<file path="src/rtl/core/hzp_pkg.sv">
package hzp_pkg;

   localparam int HZP_PHASE_WIDTH = 16;

   localparam int HZP_CSR_WIDTH  = 16;
   localparam int HZP_CSR_IDX_W  = 3;
   localparam int HZP_WIN_W      = 16;
   localparam int HZP_POLL_W     = 8;
   localparam int HZP_DEB_W      = 4;
   localparam int HZP_DUTY_W     = 7;
   localparam int HZP_LEVEL_W    = 8;
   localparam int HZP_PROD_W     = HZP_WIN_W + HZP_DUTY_W;

   localparam logic [HZP_WIN_W-1:0]  HZP_WINDOW_RST   = 16'd10000;
   localparam logic [HZP_POLL_W-1:0] HZP_POLL_RST     = 8'd20;
   localparam logic [HZP_DEB_W-1:0]  HZP_DEBOUNCE_RST = 4'd3;
   localparam logic [HZP_DUTY_W-1:0] HZP_DUTY_LOW_RST = 7'd33;
   localparam logic [HZP_DUTY_W-1:0] HZP_DUTY_MED_RST = 7'd66;
   localparam logic [HZP_DUTY_W-1:0] HZP_DUTY_HI_RST  = 7'd100;

   localparam logic [HZP_DUTY_W-1:0] HZP_PERCENT    = 7'd100;
   localparam logic [HZP_DEB_W-1:0]  HZP_STABLE_MAX = 4'd15;

   localparam logic [HZP_LEVEL_W-1:0] HZP_LEVEL_LOW    = 8'd0;
   localparam logic [HZP_LEVEL_W-1:0] HZP_LEVEL_MEDIUM = 8'd1;
   localparam logic [HZP_LEVEL_W-1:0] HZP_LEVEL_HIGH   = 8'd2;

   typedef enum logic [HZP_CSR_IDX_W-1:0] {
      CSR_WINDOW_TICKS     = 3'd0,
      CSR_POLL_TICKS       = 3'd1,
      CSR_DEBOUNCE_SAMPLES = 3'd2,
      CSR_DUTY_LOW         = 3'd3,
      CSR_DUTY_MEDIUM      = 3'd4,
      CSR_DUTY_HIGH        = 3'd5
   } hzp_csr_type;

   typedef struct packed {
      logic power_on;
      logic toggled;
   } hzp_power_type;

   typedef struct packed {
      logic relay_on;
      logic window_start;
   } hzp_win_type;

endpackage

</file>
<file path="src/rtl/core/hzp_debounce.sv">
module hzp_debounce import hzp_pkg::*; (
   input  logic                  clock,
   input  logic                  reset,
   input  logic                  advance,
   input  logic                  button_pressed,
   input  logic                  power_write_valid,
   input  logic                  power_write_value,
   input  logic [HZP_POLL_W-1:0] poll_ticks,
   input  logic [HZP_DEB_W-1:0]  debounce_samples,
   output hzp_power_type         power
);

   logic [HZP_POLL_W-1:0] poll_count_ff, poll_count_in;
   logic [HZP_DEB_W-1:0]  stable_count_ff, stable_count_in;
   logic                  last_sample_ff, last_sample_in;
   logic                  press_held_ff, press_held_in;
   logic                  power_flag_ff, power_flag_in;
   logic [HZP_POLL_W-1:0] poll_inc;
   logic                  sample;
   logic                  toggle;

   always_comb begin
      poll_inc        = poll_count_ff + 1'b1;
      sample          = (poll_inc >= poll_ticks);
      poll_count_in   = sample ? '0 : poll_inc;
      stable_count_in = stable_count_ff;
      last_sample_in  = last_sample_ff;
      press_held_in   = press_held_ff;
      toggle          = 1'b0;
      if (sample) begin
         if (button_pressed == last_sample_ff) begin
            if (stable_count_ff != HZP_STABLE_MAX) begin
               stable_count_in = stable_count_ff + 1'b1;
            end
         end else begin
            stable_count_in = HZP_DEB_W'(1);
            last_sample_in  = button_pressed;
         end
         // zero debounce count makes every sample stable
         if (stable_count_in >= debounce_samples) begin
            toggle        = button_pressed & ~press_held_ff;
            press_held_in = button_pressed;
         end
      end
      // external write wins over a press in the same tick
      power_flag_in  = power_write_valid ? power_write_value : (power_flag_ff ^ toggle);
      power.power_on = power_flag_in;
      power.toggled  = toggle;
   end

   always_ff @(posedge clock) begin
      if (reset) begin
         poll_count_ff   <= '0;
         stable_count_ff <= '0;
         last_sample_ff  <= 1'b0;
         press_held_ff   <= 1'b0;
         power_flag_ff   <= 1'b0;
      end else if (advance) begin
         poll_count_ff   <= poll_count_in;
         stable_count_ff <= stable_count_in;
         last_sample_ff  <= last_sample_in;
         press_held_ff   <= press_held_in;
         power_flag_ff   <= power_flag_in;
      end
   end

endmodule

</file>
<file path="src/rtl/core/hzp_window.sv">
module hzp_window import hzp_pkg::*; #(
   parameter int PHASE_WIDTH = HZP_PHASE_WIDTH
) (
   input  logic                   clock,
   input  logic                   reset,
   input  logic                   advance,
   input  logic                   power_on,
   input  logic [HZP_LEVEL_W-1:0] heat_level,
   input  logic [HZP_WIN_W-1:0]   window_ticks,
   input  logic [HZP_DUTY_W-1:0]  duty_low,
   input  logic [HZP_DUTY_W-1:0]  duty_medium,
   input  logic [HZP_DUTY_W-1:0]  duty_high,
   output hzp_win_type            win
);

   localparam int CW = (PHASE_WIDTH > HZP_WIN_W) ? PHASE_WIDTH : HZP_WIN_W;
   localparam int SW = (PHASE_WIDTH + 8 > HZP_PROD_W) ? PHASE_WIDTH + 8 : HZP_PROD_W;
   localparam logic [PHASE_WIDTH-1:0] PHASE_MAX = {PHASE_WIDTH{1'b1}};

   logic [PHASE_WIDTH-1:0] phase_ff, phase_in, phase_inc;
   // on_time is kept as window_ticks*duty, compared against 100*(phase+1)
   logic [HZP_PROD_W-1:0]  prod_ff, prod_in, prod_sel;
   logic [HZP_DUTY_W-1:0]  duty_sel, duty;
   logic [SW-1:0]          phase_scaled;
   logic                   start;

   always_comb begin
      case (heat_level)
         HZP_LEVEL_LOW:    duty_sel = duty_low;
         HZP_LEVEL_MEDIUM: duty_sel = duty_medium;
         HZP_LEVEL_HIGH:   duty_sel = duty_high;
         default:          duty_sel = duty_low;
      endcase
      if (!power_on) begin
         duty = '0;
      end else if (duty_sel > HZP_PERCENT) begin
         duty = HZP_PERCENT;
      end else begin
         duty = duty_sel;
      end

      start    = (phase_ff == '0);
      prod_in  = start ? (HZP_PROD_W'(window_ticks) * HZP_PROD_W'(duty)) : prod_ff;
      prod_sel = prod_in;

      // phase < min(floor(prod/100), PHASE_MAX)
      phase_scaled = (SW'(phase_ff) + SW'(1)) * SW'(HZP_PERCENT);
      win.relay_on     = (phase_ff != PHASE_MAX) && (phase_scaled <= SW'(prod_sel));
      win.window_start = start;

      phase_inc = phase_ff + 1'b1;
      phase_in  = (CW'(phase_inc) >= CW'(window_ticks)) ? '0 : phase_inc;
   end

   always_ff @(posedge clock) begin
      if (reset) begin
         phase_ff <= '0;
         prod_ff  <= '0;
      end else if (advance) begin
         phase_ff <= phase_in;
         prod_ff  <= prod_in;
      end
   end

endmodule

</file>
<file path="src/rtl/core/heater_zone_power_and_duty_window_core.sv">
// an accepted request passes through the input register and then the result register to its response
// one transaction per cycle, sustained while rsp_stall stays low
// the per-tick state loop (sampler, power flag, window phase) updates from its own registers on each advance
// reset clears the tick state: power off, phase zero so the first tick starts a window
// reset loads the csr registers with their defaults
module heater_zone_power_and_duty_window_core import hzp_pkg::*; #(
   parameter int PHASE_WIDTH = HZP_PHASE_WIDTH
) (
   input  logic                     clock,
   input  logic                     reset,
   input  logic                     req_valid,
   output logic                     req_stall,
   input  logic                     req_button_pressed,
   input  logic                     req_power_write_valid,
   input  logic                     req_power_write_value,
   input  logic [HZP_LEVEL_W-1:0]   req_heat_level,
   output logic                     rsp_valid,
   input  logic                     rsp_stall,
   output logic                     rsp_relay_on,
   output logic                     rsp_relay_pin_n,
   output logic                     rsp_power_on,
   output logic                     rsp_toggled,
   output logic                     rsp_window_start,
   input  logic                     csr_wr_en,
   input  logic [HZP_CSR_IDX_W-1:0] csr_index,
   input  logic [HZP_CSR_WIDTH-1:0] csr_wdata
);

   logic [HZP_WIN_W-1:0]   window_ticks_ff;
   logic [HZP_POLL_W-1:0]  poll_ticks_ff;
   logic [HZP_DEB_W-1:0]   debounce_samples_ff;
   logic [HZP_DUTY_W-1:0]  duty_low_ff, duty_medium_ff, duty_high_ff;

   logic                   in_valid_ff;
   logic                   btn_ff, wr_valid_ff, wr_value_ff;
   logic [HZP_LEVEL_W-1:0] level_ff;

   logic                   rsp_valid_ff;
   logic                   relay_ff, power_ff, toggled_ff, start_ff;

   logic                   advance;
   logic                   load_in;
   hzp_power_type          power;
   hzp_win_type            win;

   always_ff @(posedge clock) begin
      if (reset) begin
         window_ticks_ff     <= HZP_WINDOW_RST;
         poll_ticks_ff       <= HZP_POLL_RST;
         debounce_samples_ff <= HZP_DEBOUNCE_RST;
         duty_low_ff         <= HZP_DUTY_LOW_RST;
         duty_medium_ff      <= HZP_DUTY_MED_RST;
         duty_high_ff        <= HZP_DUTY_HI_RST;
      end else if (csr_wr_en) begin
         case (csr_index)
            CSR_WINDOW_TICKS:     window_ticks_ff     <= csr_wdata[HZP_WIN_W-1:0];
            CSR_POLL_TICKS:       poll_ticks_ff       <= csr_wdata[HZP_POLL_W-1:0];
            CSR_DEBOUNCE_SAMPLES: debounce_samples_ff <= csr_wdata[HZP_DEB_W-1:0];
            CSR_DUTY_LOW:         duty_low_ff         <= csr_wdata[HZP_DUTY_W-1:0];
            CSR_DUTY_MEDIUM:      duty_medium_ff      <= csr_wdata[HZP_DUTY_W-1:0];
            CSR_DUTY_HIGH:        duty_high_ff        <= csr_wdata[HZP_DUTY_W-1:0];
            default: ;
         endcase
      end
   end

   // the held transaction moves on when the result register is free or being drained
   assign advance   = in_valid_ff && (!rsp_valid_ff || !rsp_stall);
   assign load_in   = !in_valid_ff || advance;
   assign req_stall = !load_in;

   always_ff @(posedge clock) begin
      if (reset) begin
         in_valid_ff <= 1'b0;
      end else if (load_in) begin
         in_valid_ff <= req_valid;
      end
   end

   always_ff @(posedge clock) begin
      if (load_in) begin
         btn_ff      <= req_button_pressed;
         wr_valid_ff <= req_power_write_valid;
         wr_value_ff <= req_power_write_value;
         level_ff    <= req_heat_level;
      end
   end

   hzp_debounce u_debounce (
      .clock             (clock),
      .reset             (reset),
      .advance           (advance),
      .button_pressed    (btn_ff),
      .power_write_valid (wr_valid_ff),
      .power_write_value (wr_value_ff),
      .poll_ticks        (poll_ticks_ff),
      .debounce_samples  (debounce_samples_ff),
      .power             (power)
   );

   hzp_window #(
      .PHASE_WIDTH (PHASE_WIDTH)
   ) u_window (
      .clock        (clock),
      .reset        (reset),
      .advance      (advance),
      .power_on     (power.power_on),
      .heat_level   (level_ff),
      .window_ticks (window_ticks_ff),
      .duty_low     (duty_low_ff),
      .duty_medium  (duty_medium_ff),
      .duty_high    (duty_high_ff),
      .win          (win)
   );

   always_ff @(posedge clock) begin
      if (reset) begin
         rsp_valid_ff <= 1'b0;
      end else if (advance) begin
         rsp_valid_ff <= 1'b1;
      end else if (!rsp_stall) begin
         rsp_valid_ff <= 1'b0;
      end
   end

   always_ff @(posedge clock) begin
      if (advance) begin
         relay_ff   <= win.relay_on;
         power_ff   <= power.power_on;
         toggled_ff <= power.toggled;
         start_ff   <= win.window_start;
      end
   end

   assign rsp_valid        = rsp_valid_ff;
   assign rsp_relay_on     = relay_ff;
   assign rsp_relay_pin_n  = ~relay_ff;
   assign rsp_power_on     = power_ff;
   assign rsp_toggled      = toggled_ff;
   assign rsp_window_start = start_ff;

   a_advance_gives_rsp: assert property (@(posedge clock) disable iff (reset)
      advance |=> rsp_valid)
      else $error("processed transaction produced no response");

   a_stall_holds_rsp: assert property (@(posedge clock) disable iff (reset)
      rsp_valid && rsp_stall |=> rsp_valid)
      else $error("stalled response dropped");

   a_stall_means_held: assert property (@(posedge clock) disable iff (reset)
      req_stall |-> in_valid_ff && rsp_valid_ff && rsp_stall)
      else $error("request stalled without a blocked transaction");

   a_off_window_no_relay: assert property (@(posedge clock) disable iff (reset)
      rsp_valid && rsp_window_start && !rsp_power_on |-> !rsp_relay_on)
      else $error("relay energized at window start with power off");

endmodule

</file>
<file path="config.mk">
export PLATFORM = sky130hd
export DESIGN_NAME = heater_zone_power_and_duty_window_core
export DESIGN_NICKNAME = d
export VERILOG_FILES = /design/src/rtl/core/hzp_pkg.sv /design/src/rtl/core/hzp_debounce.sv /design/src/rtl/core/hzp_window.sv /design/src/rtl/core/heater_zone_power_and_duty_window_core.sv
export SDC_FILE = /design/constraint.sdc
export NUM_CORES = 1
export LEC_CHECK = 0
export ABC_CLOCK_PERIOD_IN_PS = 12300
export BUFFER_PORTS_ARGS = -buffer_cell sky130_fd_sc_hd__buf_2
export CAP_MARGIN = 25
export CORE_MARGIN = 2
export CORE_UTILIZATION = 55
export DETAILED_ROUTE_END_ITERATION = 16
export PLACE_DENSITY_LB_ADDON = 0.2
export SYNTH_ARGS = -nofsm -noshare
export SYNTH_HDL_FRONTEND = slang
export SYNTH_SLANG_ARGS = --single-unit
</file>
<file path="constraint.sdc">
create_clock -name clock -period 12.3 [get_ports clock]
set_clock_uncertainty 0.15 [all_clocks]
set_input_delay 2.46 -clock clock [delete_from_list [all_inputs] [get_ports clock]]
set_output_delay 2.46 -clock clock [all_outputs]
set_load 0.1 [all_outputs]
</file>
==> metrics.txt, run 1 <==
critical path arrival 10.46 ns; GP Congestion 0.9600; die area 22190 um^2; Core Util, Final 60.39%; RSZ-0062 raised after global routing false; CP Launch Type flip-flop; crit path kind reg2reg; post-detailed-placement half-perimeter wirelength 21520 um; share of layout cells above drive strength 1 6.587%; largest net degree at the start of global routing 79; Synth Instances 1398; global-route wire length before repair 47160 um; htree depth 4; Initial Utilization 55.52%; drc violations 0; final antenna-violating net count 0; Vias/cell 5.609; power per cell area 85.97 nW/um^2; Design Power 1.081 mW; FF/Latch Area 2552 um^2; PnR worst setup slack 1.975 ns; nets 1678; IO buf count 41; maximum clock frequency 0.09685 GHz; syn avg cell area 8.269 um^2; outcome finished clean; Pre-antenna DRT Iters 5; Die Ht 149.0 um; post-synthesis cell type count 66; Antenna Cells 0; measured slew at the worst slew-check pin 0.9318 ns; Hold Path Class reg2reg; # clock sinks 120; Inst Count DP 1669; DIE WIDTH 149.0 um; Syn Std Cell Area 11560 um^2; Routed WL per cell 16.41 um; worst-case clock buffer depth 2; Area Growth Syn to Fin 8.778%; hold slack 0.3066 ns; number of DRC markers in iteration 0 449; Clk pwr share 46.8%; Yosys Warn Count 0; # rows 53; Clock transition at path regs 0.06 ns; root buf cell clkbuf_16; cell type of the slowest stage on the worst timing path a31oi_1; CTS tree built; I/O pins 42; FILL cells 1901; post-place setup slack 2.159 ns; post-synthesis sequential area ratio 22.08%; Slew Limit Fails 0; Max-Cap Viols 0; Final min period 10.33 ns; GRT Util Overall 26.58%; hold buffer count at cts 0; CP required 12.43 ns; worst-path fanout max 26; CTS resizes 0; Synth Flop Type dfxtp_1; CP peak stage delay 0.62 ns; Gate power share 14.4%; number of global-route vias before repair 9455; total setup buffers inserted after CTS 0; relative slew slack 37.50%; Yosys reg bits 120; endpoints failing hold 0; placed cell area 11960 um^2; cell internal pwr 0.7699 mW; leakage power 6.098 nW; Multi-input gate area 8168 um^2; syn nets 1662; final critical-path share of the clock period 83.95%; switching power 0.3112 mW; Vias 9547; fraction of registers with async set/reset 0%; setup TNS 0 ns; drt total wl 27930 um; clock latency on the worst-skew pair 0.43 ns; Core Box Area 20820 um^2; endpoints failing setup 0; Non-Filler Instances 1702; number of flops mapped to enable cells by yosys 15; antenna violations before repair 0; cts bufs inserted 17; VDD IR max 75.06 uV; post-route cell area 12570 um^2; CP endpoint kind flip-flop; most frequent cell on the critical path fa_1; gr ovfl total 0; Seq pwr share 38.8%; switching portion of total power 28.78%
path summary, 6_finish.rpt:
kind / start / endpoint / slack [ns] / cells past startpoint
hold / removal: u_window.prod_ff[11] / u_window.prod_ff[11] / 0.31 / 2
setup reg to reg: u_debounce.poll_count_ff[2] / rsp_relay_on / 1.97 / 38
hold reg to reg: u_window.prod_ff[11] / u_window.prod_ff[11] / 0.31 / 2
setup / recovery: u_debounce.poll_count_ff[2] / rsp_relay_on / 1.97 / 38
kinds of logic (layout without fill, tap and decap cells):
family,Yosys count,after routing,share of synthesized area (%)
simple gates,493,493,20.12
compound gates,256,256,14.24
fa+ha+maj,229,229,30.05
buf+inv,222,251,7.360
flops,120,120,22.08
xor+xnor,56,56,4.243
mux,22,22,1.905
cells in the mapped netlist, drive strengths merged, types with 3 or more instances:
master,count,share of area [%]
nand4,11,0.60
nand3b,3,0.19
fa,81,14
nor2b,11,0.60
o22ai,8,0.43
nor2,90,2.9
dfxtp,105,18
and2,53,2.9
nor4,8,0.43
and4,3,0.23
nand3,42,1.8
o31ai,3,0.19
nand2,184,6.0
and3,13,0.70
ha,148,16
a31oi,14,0.76
edfxtp,15,3.9
or2,6,0.35
inv,168,5.5
or3,8,0.48
xnor2,32,2.4
o21ai,34,1.5
o211ai,12,0.78
o21bai,5,0.42
a21o,21,1.4
a211o,3,0.23
mux2i,22,1.9
xor2,24,1.8
o41ai,4,0.30
a21oi,92,4.0
buf,9,0.44
nand2b,6,0.32
o21a,12,0.78
a221o,3,0.26
nor3,49,2.1
a22oi,11,0.71
clkinv,3,0.097
a211oi,16,1.1
clkbuf,42,1.4
cells in the final DEF (no fill, tap or decap), types with 15 or more instances in the layout:
master     synthesis  final
xor2_1            24     24
fa_1              81     81
inv_1            168    168
o21ai_0           34     34
dfxtp_1          105    105
nand2_1          183    183
xnor2_1           32     32
a21oi_1           92     92
nor3_1            49     48
nor2_1            90     90
a21o_1            21     21
a211oi_1          15     15
edfxtp_1          15     15
and2_1            53     53
nand3_1           42     42
buf_2              2     41
mux2i_1           22     22
ha_1             148    148
clkbuf_16          0     21
power groups by stage:
stage	logic, mW	clock network [mW]	registers (mW)
CTS	0.154	0.514	0.419
floorplan	0.108	0	0.428
finish	0.156	0.506	0.419
detailed placement	0.153	0	0.427
global placement	0.150	0	0.427
global route	0.173	0.529	0.421
area by class of cell:
type	instances	share of cell area (%)
clock buffer	22	4.209
clock inverter	10	0.6169
inverter	171	5.104
multi-input combinational	1056	64.95
sequential	120	20.30
tap	275	2.736
timing repair buffer	48	2.080
registers in the layout (all words and copies together), names as in the netlist, 4 cells and up:
name	flops
u_window.prod_ff	23
u_window.phase_ff	16
window_ticks_ff	16
level_ff	8
poll_ticks_ff	8
u_debounce.poll_count_ff	8
duty_high_ff	7
duty_low_ff	7
duty_medium_ff	7
debounce_samples_ff	4
u_debounce.stable_count_ff	4
worst max-delay path: cells and delay by family (launching register included):
| kind | cells | cell delay, ns |
|---|---|---|
| and+or+nand+nor | 10 | 1.95 |
| buffers and inverters | 4 | 0.63 |
| xor gates and xnor gates | 2 | 0.37 |
| muxes | 2 | 0.24 |
| adders and majority gates | 7 | 2.97 |
| AOI/OAI and AO/OA | 13 | 3.41 |
| DFF | 1 | 0.42 |
metal layers:
| metal | track usage [%] | part of all wire [%] | vias up |
|---|---|---|---|
| li1 | - | - | 4762 |
| met1 | 36.51 | 47 | 4531 |
| met2 | 43.89 | 47 | 231 |
| met3 | 4.312 | 5.6 | 23 |
| met4 | 6.667 | 1.1 | 0 |
| met5 | 0 | 0 | - |
No activity file was read; power rests on OpenSTA's default activity.
==> inputs of run 2 (changes only) <==
--- a/config.mk
+++ b/config.mk
@@ -5,7 +5,8 @@
 export SDC_FILE = /design/constraint.sdc
 export NUM_CORES = 1
 export LEC_CHECK = 0
-export ABC_CLOCK_PERIOD_IN_PS = 12300
+export ABC_AREA = 1
+export ABC_CLOCK_PERIOD_IN_PS = 10050
 export BUFFER_PORTS_ARGS = -buffer_cell sky130_fd_sc_hd__buf_2
 export CAP_MARGIN = 25
 export CORE_MARGIN = 2
==> constraint.sdc (replaced) <==
create_clock -name clock -period 10.05 [get_ports clock]
set_clock_uncertainty 0.15 [all_clocks]
set_input_delay 2.01 -clock clock [delete_from_list [all_inputs] [get_ports clock]]
set_output_delay 2.01 -clock clock [all_outputs]
set_load 0.1 [all_outputs]
==> run 2 against run 1 <==
Critical path depth grew 7. Sequential share of layout area is 0.43 points lower. First-iteration DRC count is 55% higher. Critical endpoint unchanged. Final cell count is 12% higher.
==> metrics.txt, run 2 <==
outcome finished clean; CP required 10.08 ns (-2.35 ns); Slew Limit Fails 0 (unchanged); CP top delay family adder cells; Routed WL per cell 15.77 um (-3.9%); CP peak stage delay 0.55 ns (-0.07 ns); CP Buf/Inv Count 5 (+1); Core Box Area 21020 um^2 (+0.96%); clock latency on the worst-skew pair 0.43 ns (about the same); critical path depth in cells 45 (+18%); Syn Std Cell Area 11790 um^2 (+2.0%); endpoints failing hold 0 (unchanged); reg-to-reg setup timing slack 1.35 ns (-0.62 ns); worst-case clock buffer depth 2 (unchanged); GRT Util Overall 27.95% (+1.4 points); worst-path fanout max 13 (-50%); leakage power 6.761 nW (+11%); Hold Path Class reg2reg; fraction of registers with async set/reset 0% (unchanged); share of layout cells above drive strength 1 7.825% (+1.2 points); total setup buffers inserted after CTS 0 (unchanged); CTS resizes 0 (unchanged); power per cell area 110.9 nW/um^2 (+29%); drc violations 0 (unchanged); PnR worst setup slack 1.351 ns (-0.6237 ns); GP Congestion 0.9292 (-3.2%); CP Launch Type flip-flop; R2R Path End rsp_relay_on; number of flops mapped to enable cells by yosys 15 (unchanged); Synth Instances 1580 (+13%); syn nets 1844 (+11%); Synth area leader dfxtp_1; R2R depth 45 (+18%); gr ovfl total 0 (unchanged); Die Ht 150.4 um (+0.97%); setup TNS 0 ns (unchanged); root buf cell clkbuf_16; post-synthesis cell type count 56 (-15%); # clock sinks 120 (unchanged); nets 1874 (+12%); number of global-route vias before repair 10131 (+7.1%); Synth Flop Type dfxtp_1; syn avg cell area 7.463 um^2 (-9.7%); post-route cell area 12850 um^2 (+2.2%); Max-Cap Viols 0 (unchanged); main area contributors after synthesis dfxtp_1, ha_1, fa_1; Yosys reg bits 120 (unchanged); Antenna Cells 0 (unchanged); hold slack 0.3123 ns (+0.005677 ns); max FFs per register 23 (unchanged); final critical-path share of the clock period 86.56% (+2.6 points); # rows 53 (unchanged); hold buffer count at cts 0 (unchanged); Vias 10254 (+7.4%); Hold Crit Start poll_ticks_ff[3]; DIE WIDTH 150.4 um (+0.97%); post-place setup slack 1.502 ns (-0.6567 ns); Vias/cell 5.403 (-3.7%); most frequent cell on the critical path nand2_1; global-route wire length before repair 49480 um (+4.9%); cell type of the slowest stage on the worst timing path fa_1; number of DRC markers in iteration 0 696 (+55%); I/O pins 42 (unchanged); cts bufs inserted 17 (unchanged); most common cell in the netlist inv_1; Clock transition at path regs 0.06 ns (about the same); RSZ-0062 raised after global routing false; placed cell area 12230 um^2 (+2.3%); Pre-antenna DRT Iters 6 (+1); htree depth 4 (unchanged); largest net degree at the start of global routing 64 (-19%); Initial Utilization 56.09% (+0.58 points); final antenna-violating net count 0 (unchanged); hold path cells 2 (unchanged); critical path arrival 8.73 ns (-1.73 ns); CTS tree built; VDD IR max 115.5 uV (+54%); measured slew at the worst slew-check pin 0.9500 ns (+0.01821 ns); IO buf count 41 (unchanged); post-synthesis sequential area ratio 21.65% (-0.43 points); most frequent cells in the layout inv_1, nand2_1, nor2_1, ha_1, a21oi_1; post-detailed-placement half-perimeter wirelength 23200 um (+7.8%); Design Power 1.425 mW (+32%); Area Growth Syn to Fin 8.945%; die area 22630 um^2 (+1.9%); crit path kind reg2reg; Synth top area share 17.83% (-0.36 points); CP endpoint kind flip-flop; Worst Hold End poll_ticks_ff[3]; relative slew slack 36.24% (-1.3 points); Synth top cells by count inv_1, nand2_1, nor2_1, ha_1, a21oi_1; Yosys Warn Count 0 (unchanged); maximum clock frequency 0.1150 GHz (+19%); biggest regs u_window.prod_ff: 23 flops, u_window.phase_ff: 16 flops, window_ticks_ff: 16 flops; antenna violations before repair 0 (unchanged); most common cell after layout, fill and taps aside inv_1; launch point of the worst reg-to-reg path u_debounce.poll_count_ff[2]; Final min period 8.699 ns (-1.626 ns); Top reg by flops u_window.prod_ff; endpoints failing setup 0 (unchanged); drt total wl 29940 um (+7.2%)
[run 2: area by class of cell]
type,instances,area (um^2)
fillers,1940,8175
clock inverters,14,172.7
multi-input cells,1107,7901
repair buffers,46,242.7
clock buffers,18,439.2
inverters,318,1194
well taps,275,344.1
flip-flops and latches,120,2552
[run 2: worst reg2reg max path, delay by kind of cell, from the launching register on]
family / cells / cell delay, ns
DFF: 1 / 0.39
buffers and inverters: 5 / 0.54
AOI/OAI and AO/OA: 7 / 1.30
and+or+nand+nor: 24 / 2.64
adders and majority gates: 7 / 3.07
xor gates and xnor gates: 2 / 0.37
[run 2: where the power goes]
part           switching [mW]  internal, mW  leakage [nW]  total (mW)
sequential             0.0103         0.504          1.01       0.515
combinational           0.180        0.0866          5.45       0.267
clock                   0.259         0.384         0.303       0.643
total                   0.450         0.975          6.76        1.42
[run 2: cell families (layout without fill, tap and decap cells)]
kind of cell             Yosys count  count (layout)  share of synthesized area [%]
AO/OA/AOI/OAI                    270             270                          13.04
XOR/XNOR                          51              51                          3.852
adder cells (fa/ha/maj)          229             229                          29.46
buffers and inverters            353             396                          11.41
flip-flops                       120             120                          21.65
multiplexers                       2               2                         0.1698
AND/OR/NAND/NOR                  555             555                          20.43
[run 2: metrics by stage]
| stage | instances | util (%) |
|---|---|---|
| floorplan | 1580 | - |
| global placement | 1866 | 58.20 |
| detailed placement | 1866 | 58.20 |
| CTS | 1898 | 61.11 |
| global route | 1898 | 61.11 |
| finish | 1898 | 61.11 |
[run 2: worst max path at each step]
stage | from | to | slack, ns
floorplan | u_debounce.poll_count_ff[0] | rsp_relay_on | 2.58
global placement | u_debounce.poll_count_ff[0] | rsp_relay_on | 1.62
detailed placement | u_debounce.poll_count_ff[0] | rsp_relay_on | 1.50
CTS | u_debounce.poll_count_ff[0] | rsp_relay_on | 1.40
global route | u_debounce.poll_count_ff[0] | rsp_relay_on | 0.59
finish | u_debounce.poll_count_ff[2] | rsp_relay_on | 1.35
[run 2: metal layers]
layer / vias to the layer above / global-route usage, % / routed length, um
li1: 5099 / - / -
met1: 4818 / 36.55 / 13600
met2: 278 / 46.61 / 13820
met3: 59 / 4.424 / 1623
met4: 0 / 10.52 / 895
met5: - / 0 / 0
